**src/hw/rtl/ptf_pkg.sv**
```systemverilog
// Shared types, constants and frame helpers for the periodic telemetry framer.
package ptf_pkg;

    localparam int unsigned FRAME_BYTES = 25;
    localparam int unsigned CRC_SPAN    = 21;
    localparam int unsigned HEX_CHARS   = 2 * FRAME_BYTES;
    localparam int unsigned CHAR_IDX_W  = $clog2(HEX_CHARS);
    localparam int unsigned BYTE_IDX_W  = $clog2(FRAME_BYTES);

    localparam int unsigned INTERVAL_W  = 27;
    localparam int unsigned DEV_ID_W    = 16;
    localparam int unsigned CFG_DATA_W  = INTERVAL_W;
    localparam int unsigned CFG_IDX_W   = 2;

    // configuration register indexes
    localparam logic [CFG_IDX_W-1:0] CFG_REPORT_ENABLE = 2'd0;
    localparam logic [CFG_IDX_W-1:0] CFG_MIN_GAP       = 2'd1;
    localparam logic [CFG_IDX_W-1:0] CFG_UNIT_ID       = 2'd2;

    localparam logic [INTERVAL_W-1:0] INTERVAL_RESET = 27'd1000;

    localparam logic [7:0] HDR0     = 8'hA5;
    localparam logic [7:0] HDR1     = 8'hB6;
    localparam logic [7:0] FR_TYPE  = 8'h02;
    localparam logic [7:0] CMD_HI   = 8'h03;
    localparam logic [7:0] CMD_LO   = 8'h02;
    localparam logic [7:0] FR_LEN   = 8'h0C;
    localparam logic [7:0] FR_VER   = 8'h02;
    localparam logic [7:0] TAIL0    = 8'hB6;
    localparam logic [7:0] TAIL1    = 8'hA5;

    localparam logic [15:0] CRC_INIT = 16'hFFFF;
    localparam logic [15:0] CRC_POLY = 16'hA001;

    localparam logic [CHAR_IDX_W-1:0] LAST_CHAR_IDX = CHAR_IDX_W'(HEX_CHARS - 1);
    localparam logic [BYTE_IDX_W-1:0] CRC_LAST_BYTE = BYTE_IDX_W'(CRC_SPAN - 1);

    // one due report waiting to be framed
    typedef struct packed {
        logic [DEV_ID_W-1:0] unit_id;
        logic [31:0]         unix_time;
        logic [31:0]         ch0_bits;
        logic [31:0]         ch1_bits;
    } t_rec;

    // control between front and queue
    typedef struct packed {
        logic push;
        logic full;
    } t_q_wr;

    typedef struct packed {
        logic pop;
        logic avail;
    } t_q_rd;

    function automatic logic [15:0] crc16_byte(input logic [15:0] crc, input logic [7:0] b);
        logic [15:0] c;
        c = crc ^ {8'h00, b};
        for (int k = 0; k < 8; k++) begin
            c = c[0] ? ((c >> 1) ^ CRC_POLY) : (c >> 1);
        end
        return c;
    endfunction

    function automatic logic [7:0] hex_ascii(input logic [3:0] nib);
        logic [7:0] r;
        if (nib < 4'd10) begin
            r = 8'h30 + {4'h0, nib};
        end else begin
            r = 8'h37 + {4'h0, nib};
        end
        return r;
    endfunction

    function automatic logic [7:0] frame_byte(input t_rec rec, input logic [15:0] crc,
                                              input logic [BYTE_IDX_W-1:0] b);
        logic [7:0] r;
        unique case (b)
            5'd0:    r = HDR0;
            5'd1:    r = HDR1;
            5'd2:    r = rec.unit_id[15:8];
            5'd3:    r = rec.unit_id[7:0];
            5'd4:    r = FR_TYPE;
            5'd5:    r = CMD_HI;
            5'd6:    r = CMD_LO;
            5'd7:    r = FR_LEN;
            5'd8:    r = FR_VER;
            5'd9:    r = rec.unix_time[31:24];
            5'd10:   r = rec.unix_time[23:16];
            5'd11:   r = rec.unix_time[15:8];
            5'd12:   r = rec.unix_time[7:0];
            5'd13:   r = rec.ch0_bits[31:24];
            5'd14:   r = rec.ch0_bits[23:16];
            5'd15:   r = rec.ch0_bits[15:8];
            5'd16:   r = rec.ch0_bits[7:0];
            5'd17:   r = rec.ch1_bits[31:24];
            5'd18:   r = rec.ch1_bits[23:16];
            5'd19:   r = rec.ch1_bits[15:8];
            5'd20:   r = rec.ch1_bits[7:0];
            5'd21:   r = crc[15:8];
            5'd22:   r = crc[7:0];
            5'd23:   r = TAIL0;
            5'd24:   r = TAIL1;
            default: r = 8'h00;
        endcase
        return r;
    endfunction

endpackage

```
**src/hw/rtl/ptf_poll_if.sv**
```systemverilog
// Poll channel: valid/ready handshake with the four poll fields.
interface ptf_poll_if;
    logic        valid;
    logic        ready;
    logic [31:0] now_ms;
    logic [31:0] unix_time;
    logic [31:0] ch0_bits;
    logic [31:0] ch1_bits;

    modport source (output valid, now_ms, unix_time, ch0_bits, ch1_bits, input ready);
    modport sink   (input valid, now_ms, unix_time, ch0_bits, ch1_bits, output ready);
endinterface

```
**src/hw/rtl/ptf_char_if.sv**
```systemverilog
// Character channel: valid/ready handshake with one ASCII hex character.
interface ptf_char_if;
    logic       valid;
    logic       ready;
    logic [7:0] hex_char;
    logic       last_char;

    modport source (output valid, hex_char, last_char, input ready);
    modport sink   (input valid, hex_char, last_char, output ready);
endinterface

```
**src/hw/rtl/ptf_front.sv**
```systemverilog
// Front end: configuration registers, due check and report time tracking.
module ptf_front (
    input  logic                          i_clk,
    input  logic                          i_rst_n,
    input  logic                          i_cfg_wr_en,
    input  logic [ptf_pkg::CFG_IDX_W-1:0] i_cfg_idx,
    input  logic [ptf_pkg::CFG_DATA_W-1:0] i_cfg_data,
    ptf_poll_if.sink                      i_poll,
    input  ptf_pkg::t_q_wr                i_q_stat,
    output ptf_pkg::t_q_wr                o_q_ctl,
    output ptf_pkg::t_rec                 o_rec
);
    import ptf_pkg::*;

    logic                  r_report_enable;
    logic [INTERVAL_W-1:0] r_min_gap;
    logic [DEV_ID_W-1:0]   r_unit_id;
    logic [31:0]           r_last_report_ms;

    logic [31:0] elapsed;
    logic        due;
    logic        beat;

    assign i_poll.ready = !i_q_stat.full;
    assign beat         = i_poll.valid && i_poll.ready;
    assign elapsed      = i_poll.now_ms - r_last_report_ms;
    assign due          = r_report_enable && (elapsed >= {5'd0, r_min_gap});

    assign o_q_ctl.push = beat && due;
    assign o_q_ctl.full = i_q_stat.full;

    assign o_rec.unit_id   = r_unit_id;
    assign o_rec.unix_time = i_poll.unix_time;
    assign o_rec.ch0_bits  = i_poll.ch0_bits;
    assign o_rec.ch1_bits  = i_poll.ch1_bits;

    always_ff @(posedge i_clk) begin
        if (!i_rst_n) begin
            r_report_enable  <= 1'b0;
            r_min_gap        <= INTERVAL_RESET;
            r_unit_id        <= '0;
            r_last_report_ms <= '0;
        end else begin
            if (i_cfg_wr_en) begin
                unique case (i_cfg_idx)
                    CFG_REPORT_ENABLE: r_report_enable <= i_cfg_data[0];
                    CFG_MIN_GAP:       r_min_gap       <= i_cfg_data[INTERVAL_W-1:0];
                    CFG_UNIT_ID:       r_unit_id       <= i_cfg_data[DEV_ID_W-1:0];
                    default:           ;
                endcase
            end
            // remember the time of the last report sent
            if (beat && due) begin
                r_last_report_ms <= i_poll.now_ms;
            end
        end
    end

endmodule

```
**src/hw/rtl/ptf_queue.sv**
```systemverilog
// Two-entry queue of due reports between front end and character generator.
module ptf_queue (
    input  logic           i_clk,
    input  logic           i_rst_n,
    input  ptf_pkg::t_q_wr i_wr,
    input  ptf_pkg::t_rec  i_rec,
    output ptf_pkg::t_q_wr o_wr_stat,
    input  ptf_pkg::t_q_rd i_rd,
    output ptf_pkg::t_q_rd o_rd_stat,
    output ptf_pkg::t_rec  o_rec
);
    import ptf_pkg::*;

    t_rec       r_slot [2];
    logic       r_wr_ptr;
    logic       r_rd_ptr;
    logic [1:0] r_count;

    logic do_push;
    logic do_pop;

    assign do_push = i_wr.push && (r_count != 2'd2);
    assign do_pop  = i_rd.pop && (r_count != 2'd0);

    assign o_wr_stat.push  = do_push;
    assign o_wr_stat.full  = (r_count == 2'd2);
    assign o_rd_stat.pop   = do_pop;
    assign o_rd_stat.avail = (r_count != 2'd0);
    assign o_rec           = r_slot[r_rd_ptr];

    always_ff @(posedge i_clk) begin
        if (do_push) begin
            r_slot[r_wr_ptr] <= i_rec;
        end
    end

    always_ff @(posedge i_clk) begin
        if (!i_rst_n) begin
            r_wr_ptr <= 1'b0;
            r_rd_ptr <= 1'b0;
            r_count  <= 2'd0;
        end else begin
            if (do_push) begin
                r_wr_ptr <= !r_wr_ptr;
            end
            if (do_pop) begin
                r_rd_ptr <= !r_rd_ptr;
            end
            unique case ({do_push, do_pop})
                2'b10:   r_count <= r_count + 2'd1;
                2'b01:   r_count <= r_count - 2'd1;
                default: r_count <= r_count;
            endcase
        end
    end

endmodule

```
**src/hw/rtl/ptf_back.sv**
```systemverilog
// Back end: walks a frame one hex character a beat, folding bytes into the CRC.
module ptf_back (
    input  logic           i_clk,
    input  logic           i_rst_n,
    input  ptf_pkg::t_q_rd i_q_stat,
    input  ptf_pkg::t_rec  i_rec,
    output ptf_pkg::t_q_rd o_q_ctl,
    ptf_char_if.source     o_char
);
    import ptf_pkg::*;

    t_rec                  r_rec;
    logic                  r_busy;
    logic [CHAR_IDX_W-1:0] r_idx;
    logic [15:0]           r_crc;
    logic                  r_out_valid;
    logic [7:0]            r_hex_char;
    logic                  r_last_char;

    logic                  load;
    logic                  finishing;
    logic                  take;
    logic [BYTE_IDX_W-1:0] byte_idx;
    logic [7:0]            cur_byte;
    logic [3:0]            cur_nib;

    assign load      = !r_out_valid || o_char.ready;
    assign finishing = r_busy && load && (r_idx == LAST_CHAR_IDX);
    assign take      = i_q_stat.avail && (!r_busy || finishing);

    assign o_q_ctl.pop   = take;
    assign o_q_ctl.avail = i_q_stat.avail;

    assign byte_idx = r_idx[CHAR_IDX_W-1:1];
    assign cur_byte = frame_byte(r_rec, r_crc, byte_idx);
    assign cur_nib  = r_idx[0] ? cur_byte[3:0] : cur_byte[7:4];

    assign o_char.valid     = r_out_valid;
    assign o_char.hex_char  = r_hex_char;
    assign o_char.last_char = r_last_char;

    always_ff @(posedge i_clk) begin
        if (take) begin
            r_rec <= i_rec;
        end
        if (r_busy && load) begin
            r_hex_char  <= hex_ascii(cur_nib);
            r_last_char <= (r_idx == LAST_CHAR_IDX);
        end
    end

    always_ff @(posedge i_clk) begin
        if (!i_rst_n) begin
            r_busy      <= 1'b0;
            r_idx       <= '0;
            r_crc       <= CRC_INIT;
            r_out_valid <= 1'b0;
        end else begin
            if (load) begin
                r_out_valid <= r_busy;
            end
            if (take) begin
                r_busy <= 1'b1;
                r_idx  <= '0;
                r_crc  <= CRC_INIT;
            end else if (finishing) begin
                r_busy <= 1'b0;
            end else if (r_busy && load) begin
                r_idx <= r_idx + CHAR_IDX_W'(1);
                // fold each covered byte once its low nibble goes out
                if (r_idx[0] && (byte_idx <= CRC_LAST_BYTE)) begin
                    r_crc <= crc16_byte(r_crc, cur_byte);
                end
            end
        end
    end

endmodule

```
**src/hw/rtl/periodic_telemetry_framer.sv**
```systemverilog
// A due report passes from the poll beat into a queue slot, the back-end record register
// and the character output register. Throughput: polls are taken one per cycle while the
// queue is not full; a due report sends 50 characters at one per cycle while the receiver
// is ready. The two-entry report queue lets polls continue while a frame is being sent.
// Reset (synchronous, active low) empties the queue, ends any frame in flight,
// turns reporting off, sets a 1000 ms minimum gap, unit id 0 and last report time 0.
module periodic_telemetry_framer (
    input  logic                           i_clk,
    input  logic                           i_rst_n,
    input  logic                           i_cfg_wr_en,
    input  logic [ptf_pkg::CFG_IDX_W-1:0]  i_cfg_idx,
    input  logic [ptf_pkg::CFG_DATA_W-1:0] i_cfg_data,
    ptf_poll_if.sink                       i_poll,
    ptf_char_if.source                     o_char
);
    import ptf_pkg::*;

    t_q_wr front_q_ctl;
    t_q_wr q_wr_stat;
    t_q_rd back_q_ctl;
    t_q_rd q_rd_stat;
    t_rec  front_rec;
    t_rec  q_rec;

    ptf_front u_front (
        .i_clk       (i_clk),
        .i_rst_n     (i_rst_n),
        .i_cfg_wr_en (i_cfg_wr_en),
        .i_cfg_idx   (i_cfg_idx),
        .i_cfg_data  (i_cfg_data),
        .i_poll      (i_poll),
        .i_q_stat    (q_wr_stat),
        .o_q_ctl     (front_q_ctl),
        .o_rec       (front_rec)
    );

    ptf_queue u_queue (
        .i_clk     (i_clk),
        .i_rst_n   (i_rst_n),
        .i_wr      (front_q_ctl),
        .i_rec     (front_rec),
        .o_wr_stat (q_wr_stat),
        .i_rd      (back_q_ctl),
        .o_rd_stat (q_rd_stat),
        .o_rec     (q_rec)
    );

    ptf_back u_back (
        .i_clk    (i_clk),
        .i_rst_n  (i_rst_n),
        .i_q_stat (q_rd_stat),
        .i_rec    (q_rec),
        .o_q_ctl  (back_q_ctl),
        .o_char   (o_char)
    );

endmodule

```
**src/flat_wrapper.sv**
```systemverilog
// flat-port wrapper written by rule: the top's interface ports become plain ports
module periodic_telemetry_framer_flat import ptf_pkg::*;
  (i_clk, i_rst_n, i_cfg_wr_en, i_cfg_idx, i_cfg_data, i_poll_valid, i_poll_now_ms, i_poll_unix_time, i_poll_ch0_bits, i_poll_ch1_bits, i_poll_ready, o_char_valid, o_char_hex_char, o_char_last_char, o_char_ready);
  ptf_poll_if i_poll_i ();
  ptf_char_if o_char_i ();
  input  logic i_clk;
  input  logic i_rst_n;
  input  logic i_cfg_wr_en;
  input  logic [ptf_pkg::CFG_IDX_W-1:0] i_cfg_idx;
  input  logic [ptf_pkg::CFG_DATA_W-1:0] i_cfg_data;
  input wire logic [$bits(i_poll_i.valid)-1:0] i_poll_valid;
  input wire logic [$bits(i_poll_i.now_ms)-1:0] i_poll_now_ms;
  input wire logic [$bits(i_poll_i.unix_time)-1:0] i_poll_unix_time;
  input wire logic [$bits(i_poll_i.ch0_bits)-1:0] i_poll_ch0_bits;
  input wire logic [$bits(i_poll_i.ch1_bits)-1:0] i_poll_ch1_bits;
  output wire logic [$bits(i_poll_i.ready)-1:0] i_poll_ready;
  output wire logic [$bits(o_char_i.valid)-1:0] o_char_valid;
  output wire logic [$bits(o_char_i.hex_char)-1:0] o_char_hex_char;
  output wire logic [$bits(o_char_i.last_char)-1:0] o_char_last_char;
  input wire logic [$bits(o_char_i.ready)-1:0] o_char_ready;
  assign i_poll_i.valid = i_poll_valid;
  assign i_poll_i.now_ms = i_poll_now_ms;
  assign i_poll_i.unix_time = i_poll_unix_time;
  assign i_poll_i.ch0_bits = i_poll_ch0_bits;
  assign i_poll_i.ch1_bits = i_poll_ch1_bits;
  assign i_poll_ready = i_poll_i.ready;
  assign o_char_valid = o_char_i.valid;
  assign o_char_hex_char = o_char_i.hex_char;
  assign o_char_last_char = o_char_i.last_char;
  assign o_char_i.ready = o_char_ready;
  periodic_telemetry_framer u_core (.i_clk(i_clk), .i_rst_n(i_rst_n), .i_cfg_wr_en(i_cfg_wr_en), .i_cfg_idx(i_cfg_idx), .i_cfg_data(i_cfg_data), .i_poll(i_poll_i), .o_char(o_char_i));
endmodule
```
**config.mk**
```make
export PLATFORM = sky130hd
export DESIGN_NAME = periodic_telemetry_framer_flat
export DESIGN_NICKNAME = d
export VERILOG_FILES = /design/src/hw/rtl/ptf_pkg.sv /design/src/hw/rtl/ptf_poll_if.sv /design/src/hw/rtl/ptf_char_if.sv /design/src/hw/rtl/ptf_front.sv /design/src/hw/rtl/ptf_queue.sv /design/src/hw/rtl/ptf_back.sv /design/src/hw/rtl/periodic_telemetry_framer.sv /design/src/flat_wrapper.sv
export SDC_FILE = /design/constraint.sdc
export NUM_CORES = 1
export LEC_CHECK = 0
export BUFFER_PORTS_ARGS = -buffer_cell sky130_fd_sc_hd__buf_4
export CORE_AREA = 2 2 196 198
export CTS_CLUSTER_DIAMETER = 50
export DETAILED_ROUTE_END_ITERATION = 10
export DIE_AREA = 0 0 198 200
export PLACE_DENSITY = 0.72
export SYNTH_ARGS = -nofsm -noshare
export SYNTH_HDL_FRONTEND = slang
export SYNTH_SLANG_ARGS = --single-unit
```
**constraint.sdc**
```tcl
create_clock -name i_clk -period 16.5 [get_ports i_clk]
set_input_delay 2.475 -clock i_clk [delete_from_list [all_inputs] [get_ports i_clk]]
set_output_delay 2.475 -clock i_clk [all_outputs]
set_load 0.02 [all_outputs]
```
==> metrics.md, run 1 <==
| Metric | Value |
|---|---|
| Status | `complete, no violations` |
| Fillers | `2873` |
| Final Util | `63.2%` |
| TritonCTS Buffers | `50` |
| Layout cell share with drive strength beyond 1 | `22.6%` |
| Worst setup EP type | `flip-flop` |
| Die area | `39600 um2` |
| Worst Path Required | `16690 ps` |
| Multi-input logic area | `7230 um2` |
| M2 GR Usage | `42.4%` |
| Postcts setup bufs | `0` |
| Largest net degree at the start of global routing | `80` |
| Via-to-Cell Ratio | `5.85` |
| Clock sinks | `448` |
| First-pass GRT wire length | `74500 um` |
| Final Total Pwr | `3.07 mW` |
| WP data arrival | `8420 ps` |
| Seq. cell area | `12400 um2` |
| # port buffers | `171` |
| Clock slew at reported path FFs | `60 ps` |
| Nets | `1965` |
| Final Cell Area | `23600 um2` |
| Slowest Stage Delay on Critical Path | `780 ps` |
| H-tree Lvls | `2` |
| Setup WS post-layout | `8260 ps` |
| Layout Skew | `34.4 ps` |
| Vias post-DR | `13400` |
| Fin. Hold Viols | `0` |
| CP most frequent cell | `a21oi_1` |
| Number of register bits inferred by synthesis | `448` |
| Most used routing layer | `met2` |
| Synth Cell Area | `20300 um2` |
| Main synth FF type | `edfxtp_1` |
| Power per Cell Area | `130 nW/um2` |
| Worst slack at placement | `7750 ps` |
| CP delay by family, top | `compound AO/OA/AOI/OAI gates` |
| Area delta synth->final | `16.5%` |
| Core area | `37400 um2` |
| Final antenna-violating net count | `0` |
| EDFF count, synth | `344` |
| # setup viols final | `0` |
| Post-Syn Instances | `1592` |
| Total iterations of the first detailed-routing run | `5` |
| M1 GR Usage | `32.4%` |
| CP max FO | `77` |
| Most area-hungry cell type in the Yosys netlist | `edfxtp_1` |
| Die Y | `200 um` |
| Initial antenna violation count | `3` |
| Drt initial violations | `1155` |
| DRC | `0` |
| Setup CP Type | `input port to flip-flop` |
| Sequential share of the synthesized area | `61.2%` |
| Final Wtd Congestion | `0.918` |
| VDD IR max | `0.0792 mV` |
| Total grt overflow | `0` |
| Total of max-cap violations | `0` |
| Most numerous cell in the Yosys netlist | `edfxtp_1` |
| Top cells by count, synth | `344 x edfxtp_1, 157 x nand2_1, 112 x mux2_2` |
| Library cells used by synthesis | `84` |
| Worst hold-check path type | `flip-flop to flip-flop` |
| Top cells by area, synth | `edfxtp_1 51%, dfxtp_1 10%, mux2_2 6.2%` |
| RSZ-0062 raised after global routing | `no` |
| WL final | `48800 um` |
| TritonCTS clock tree | `done` |
| Clk Latency, worst-skew pair | `600 ps` |
| Total track usage | `24.8%` |
| Slowest CP cell | `or4_4` |
| Fmax achieved | `0.121 GHz` |
| Dpl cell area | `22000 um2` |
| Worst slew pin tran | `1180 ps` |
| Gates resized, CTS repair | `0` |
| Final Slew Violations | `0` |
| Post-Syn Nets | `1817` |
| Clk buf depth | `3` |
| Starting density of the core | `54.2%` |
| Mean Syn Cell Area | `12.7 um2` |
| Async SR Flop Fraction | `0%` |
| Met3 Use GR | `3.18%` |
| Yosys top cell area share | `50.9%` |
| Final min period | `8240 ps` |
| Die width | `198 um` |
| Site Rows | `71` |
| Rel. slew slack | `20.9%` |
| Hold-fix buffers, CTS | `0` |
| Crit share post-route | `49.9%` |
| Vias in the first global route | `13200` |
| Setup TNS | `0 ps` |
| Buf+Inv Stages, Crit Path | `4` |
| Synth Warn # | `0` |
| Leak | `8.57 nW` |
| HPWL after DPL | `33600 um` |
| Wire length per cell | `21.3 um` |
| Startpoint types | `input port` |
| # IOs | `173` |
| Root buf cell | `clkbuf_16` |
## final cells by class
| type | count | share of cell area [%] |
|---|---|---|
| flip-flops and latches | 448 | 52.5 |
| multi-input cells | 974 | 30.6 |
| repair buffers | 188 | 5.97 |
| clock buffers | 58 | 5.46 |
| well taps | 511 | 2.71 |
| clock inverters | 35 | 1.46 |
| inverters | 78 | 1.24 |
| diodes | 2 | 0.0212 |
## worst register-to-register path: cells and delay by family, from the launching register on
kind | cells | cell delay, ps
AOI/OAI and AO/OA | 14 | 3140
and+or+nand+nor | 3 | 1000
adders and majority gates | 3 | 840
buffers and inverters | 2 | 630
DFF | 1 | 330
xor gates and xnor gates | 1 | 150
## per-stage QoR
stage | instances | hold WS, ps
after floorplan | 1592 | 425
after global placement | 2199 | 432
after detailed placement | 2199 | 441
after CTS | 2292 | 454
after global routing | 2294 | 477
final | 2294 | 453
## cell usage in the layout (no fill, tap or decap), types with 7 or more instances in the layout
cell type and n:
a211oi_1 7, a21boi_0 39, a21o_1 26, a21oi_1 45, a22oi_1 26, a2bb2oi_1 31
a31oi_1 11, and2_1 7, and3_1 50, buf_4 188, clkbuf_1 7, clkbuf_16 50
clkinv_1 11, clkinv_2 9, dfxtp_1 103, edfxtp_1 344, ha_1 62, inv_1 77
mux2_2 112, mux2i_1 9, nand2_1 157, nand2b_1 11, nand3_1 15, nand4_1 19
nor2_1 42, nor2b_1 14, nor3_1 9, o211ai_1 17, o21a_1 9, o21ai_0 54
o21ai_1 7, o311ai_1 33, xnor2_1 33, xor2_1 19
## per-layer routing
layer / up-vias / part of all wire [%] / wire (um)
met5: - / 0 / 0
met3: 95 / 5.8 / 2820
met1: 6552 / 41 / 20000
met4: 0 / 3.3 / 1600
li1: 6295 / - / -
met2: 487 / 50 / 24400
## flip-flops by register name, summed over array words and instances (netlist names)
signal                           flops
u_core.u_back.o_char.hex_char        7
u_core.u_back.o_char.last_char       1
u_core.u_back.o_char.valid           1
u_core.u_back.r_busy                 1
u_core.u_back.r_crc                 16
u_core.u_back.r_idx                  6
u_core.u_back.r_rec                112
u_core.u_front.r_last_report_ms     32
u_core.u_front.r_min_gap            27
u_core.u_front.r_report_enable       1
u_core.u_front.r_unit_id            16
u_core.u_queue.r_count               2
u_core.u_queue.r_rd_ptr              1
u_core.u_queue.r_slot              224
u_core.u_queue.r_wr_ptr              1
## final timing paths
check / end / start / slack (ps) / depth (start not counted)
worst max-delay path: u_core.u_queue.r_slot[1][11] / i_poll_now_ms[0] / 8260 / 25
worst min-delay path: u_core.u_queue.r_slot[1][111] / u_core.u_front.r_unit_id[15] / 450 / 0
worst max register to register: u_core.u_queue.r_slot[1][11] / u_core.u_front.r_last_report_ms[0] / 9990 / 23
worst min register to register: u_core.u_queue.r_slot[1][111] / u_core.u_front.r_unit_id[15] / 450 / 0
## cell families (layout without fill, tap and decap cells)
logic type      count (synthesis)  in the layout  synth area share (%)
flops                         448            448                  61.2
compound gates                366            366                  13.0
simple gates                  366            366                  9.07
buf+inv                       170            359                  3.42
mux                           123            123                  6.77
fa+ha+maj                      63             63                  3.92
xor+xnor                       55             55                  2.59
other cells                     1              3                0.0185
## power breakdown
group | leakage, nW | switching (mW) | internal (mW) | total [mW]
clock network | 0.795 | 0.454 | 0.644 | 1.10
registers | 3.97 | 0.0645 | 1.37 | 1.43
logic | 3.80 | 0.307 | 0.238 | 0.544
Power figures use the tool's default switching activity.
==> run 2: changes to the inputs <==
--- a/config.mk
+++ b/config.mk
@@ -5,12 +5,13 @@
 export SDC_FILE = /design/constraint.sdc
 export NUM_CORES = 1
 export LEC_CHECK = 0
+export ABC_AREA = 1
 export BUFFER_PORTS_ARGS = -buffer_cell sky130_fd_sc_hd__buf_4
-export CORE_AREA = 2 2 196 198
+export CORE_AREA = 2 2 197 199
 export CTS_CLUSTER_DIAMETER = 50
 export DETAILED_ROUTE_END_ITERATION = 10
-export DIE_AREA = 0 0 198 200
-export PLACE_DENSITY = 0.72
+export DIE_AREA = 0 0 199 201
+export PLACE_DENSITY = 0.75
 export SYNTH_ARGS = -nofsm -noshare
 export SYNTH_HDL_FRONTEND = slang
 export SYNTH_SLANG_ARGS = --single-unit
==> constraint.sdc (replaced) <==
create_clock -name i_clk -period 6.65 [get_ports i_clk]
set_input_delay 0.9975 -clock i_clk [delete_from_list [all_inputs] [get_ports i_clk]]
set_output_delay 0.9975 -clock i_clk [all_outputs]
set_load 0.02 [all_outputs]
==> metrics.md, run 2 <==
| Metric | Value |
|---|---|
| Wire length per cell | `17.9 um` |
| Post-Syn Instances | `2120` |
| Flop pwr share | `47.1%` |
| VDD IR max | `0.221 mV` |
| Site Rows | `72` |
| Setup TNS | `0 ps` |
| First-pass GRT wire length | `78900 um` |
| NetSw | `2.48 mW` |
| # setup viols final | `0` |
| Clock slew at reported path FFs | `60 ps` |
| # IOs | `173` |
| Synth Cell Area | `20300 um2` |
| Top cells by count, synth | `683 x nand2_1, 344 x edfxtp_1, 201 x inv_1` |
| Fmax achieved | `0.204 GHz` |
| TritonCTS Buffers | `49` |
| Setup CP Type | `input port to flip-flop` |
| Startpoint types | `input port` |
| Layout cell share with drive strength beyond 1 | `13.7%` |
| Hold path depth | `0` |
| Synth Warn # | `0` |
| Largest register FFs | `224` |
| Power per Cell Area | `346 nW/um2` |
| Gates resized, CTS repair | `0` |
| Crit share post-route | `73.7%` |
| CP max FO | `66` |
| HPWL after DPL | `36000 um` |
| Worst Path Required | `6870 ps` |
| Final Wtd Congestion | `0.873` |
| TritonCTS clock tree | `done` |
| Vias in the first global route | `14700` |
| RSZ-0062 raised after global routing | `no` |
| Die Y | `201 um` |
| Sequential share of the synthesized area | `61.2%` |
| DRC | `0` |
| Area delta synth->final | `17.0%` |
| Largest net degree at the start of global routing | `82` |
| Worst setup EP type | `flip-flop` |
| Total iterations of the first detailed-routing run | `5` |
| Status | `complete, no violations` |
| Most common cell after layout, fill and taps aside | `nand2_1` |
| Most area-hungry cell type in the Yosys netlist | `edfxtp_1` |
| H-tree Lvls | `2` |
| Flop2flop setup slack | `2010 ps` |
| Yosys top cell area share | `50.9%` |
| Cell Int Power | `5.73 mW` |
| Leak | `9.79 nW` |
| Vias post-DR | `15100` |
| Worst reg2reg startpoint | `u_core.u_front.r_last_report_ms[0]` |
| Clk Latency, worst-skew pair | `590 ps` |
| WP data arrival | `5110 ps` |
| Mean Syn Cell Area | `9.57 um2` |
| Reg2Reg Depth | `21` |
| Post-Syn Nets | `2345` |
| Total grt overflow | `0` |
| Final antenna-violating net count | `0` |
| Layout Skew | `20.4 ps` |
| Diode count | `0` |
| Largest regs | `u_core.u_queue.r_slot: 224 flops, u_core.u_back.r_rec: 112 flops, u_core.u_front.r_last_report_ms: 32 flops` |
| Main synth FF type | `edfxtp_1` |
| Drt initial violations | `1072` |
| Die width | `199 um` |
| RR Endpoint | `u_core.u_queue.r_slot[0][16]` |
| WL final | `50900 um` |
| Most frequent cells in the layout | `683 x nand2_1, 344 x edfxtp_1, 199 x inv_1, 181 x buf_4, 146 x a21oi_1` |
| Rel. slew slack | `25.5%` |
| Sink of the worst hold path | `u_core.u_queue.r_slot[0][96]` |
| Die area | `40000 um2` |
| Final Total Pwr | `8.22 mW` |
| Library cells used by synthesis | `47` |
| Clock sinks | `448` |
| Worst hold-check path type | `flip-flop to flip-flop` |
| Worst slew pin tran | `1110 ps` |
| Top cells by area, synth | `edfxtp_1 51%, nand2_1 13%, dfxtp_1 10%` |
| Clock power frac | `34.2%` |
| Most numerous cell in the Yosys netlist | `nand2_1` |
| Sw Ratio | `30.2%` |
| Clk buf depth | `3` |
| Final Slew Violations | `0` |
| Fin. Hold Viols | `0` |
| EDFF count, synth | `344` |
| Via-to-Cell Ratio | `5.33` |
| Initial antenna violation count | `0` |
| Total track usage | `25.7%` |
| Largest reg by FF count | `u_core.u_queue.r_slot` |
| HP Start | `u_core.u_front.r_unit_id[0]` |
| Root buf cell | `clkbuf_16` |
| Hold-fix buffers, CTS | `0` |
| Starting density of the core | `53.2%` |
| Core area | `38100 um2` |
| Async SR Flop Fraction | `0%` |
| Gate power share | `18.8%` |
| Nets | `2508` |
| Postcts setup bufs | `0` |
| Final min period | `4900 ps` |
| Total of max-cap violations | `0` |
| Number of register bits inferred by synthesis | `448` |
| # port buffers | `171` |
run 2: how the worst max path moves through the flow:
stage / from / end
4_1_cts: i_poll_now_ms[0] / u_core.u_queue.r_slot[0][4]
3_5_place_dp: i_poll_now_ms[0] / u_core.u_queue.r_slot[0][4]
3_3_place_gp: i_poll_now_ms[0] / u_core.u_queue.r_slot[0][16]
2_1_floorplan: i_poll_now_ms[0] / u_core.u_queue.r_slot[1][0]
5_1_grt: i_poll_now_ms[0] / u_core.u_queue.r_count[1]
6_report: i_poll_now_ms[0] / u_core.u_queue.r_slot[0][16]
run 2: power groups by stage:
stage	Combinational (mW)	Sequential, mW	Clock [mW]
after floorplan	1.04	3.84	0
after global placement	1.51	3.90	0
after detailed placement	1.55	3.91	0
after CTS	1.57	3.86	2.85
after global routing	1.75	3.89	2.96
final	1.54	3.87	2.81
run 2: per-stage QoR:
stage	cell area, um2	setup slack (ps)	hold slack (ps)	instances	utilization [%]
floorplan	20300	547	426	2120	-
global placement	22000	1260	433	2750	57.8
detailed placement	22000	1180	440	2750	57.8
CTS	23700	1800	455	2842	62.3
global route	23700	1400	461	2842	62.3
finish	23700	1750	453	2842	62.3
run 2: metal layers:
metal / vias up / share of wire (%) / GRT usage (%)
li1: 7409 / - / -
met1: 7203 / 43 / 33.9
met2: 448 / 49 / 43.7
met3: 74 / 5.5 / 3.68
met4: 0 / 2.5 / 8.40
met5: - / 0 / 0
run 2: logic make-up (layout without fill, tap and decap cells):
logic type	after synthesis	after routing	share of synthesized area (%)
DFF	448	448	61.2
buffers and inverters	285	489	5.60
and+or+nand+nor	1026	1026	20.9
AOI/OAI and AO/OA	266	266	7.02
muxes	2	2	0.0987
xor gates and xnor gates	29	29	1.25
adders and majority gates	63	63	3.92
other	1	1	0.0185
run 2: area by class of cell:
class	count	area (um2)
inverter	214	807
clock buffer	57	1320
tap	518	648
multi-input combinational	1387	6760
clock inverter	35	383
fill	3090	14400
timing repair buffer	183	1400
sequential	448	12400
run 2: worst max-delay path, stage by stage:
cell and delay [ps]:
buf_4 100, inv_1 70, ha_1 170, inv_1 70, fa_1 460, nand3_1 100
nand2_1 120, nand3_1 100, nand3_1 200, a21oi_1 280, o21ai_0 140, xor2_1 160
ha_1 280, nand2_1 50, nor2_1 170, nand3_1 100, nand2_1 60, inv_1 40
nand3_2 60, buf_4 500, nand2_1 230, nor2_4 170, buf_4 430
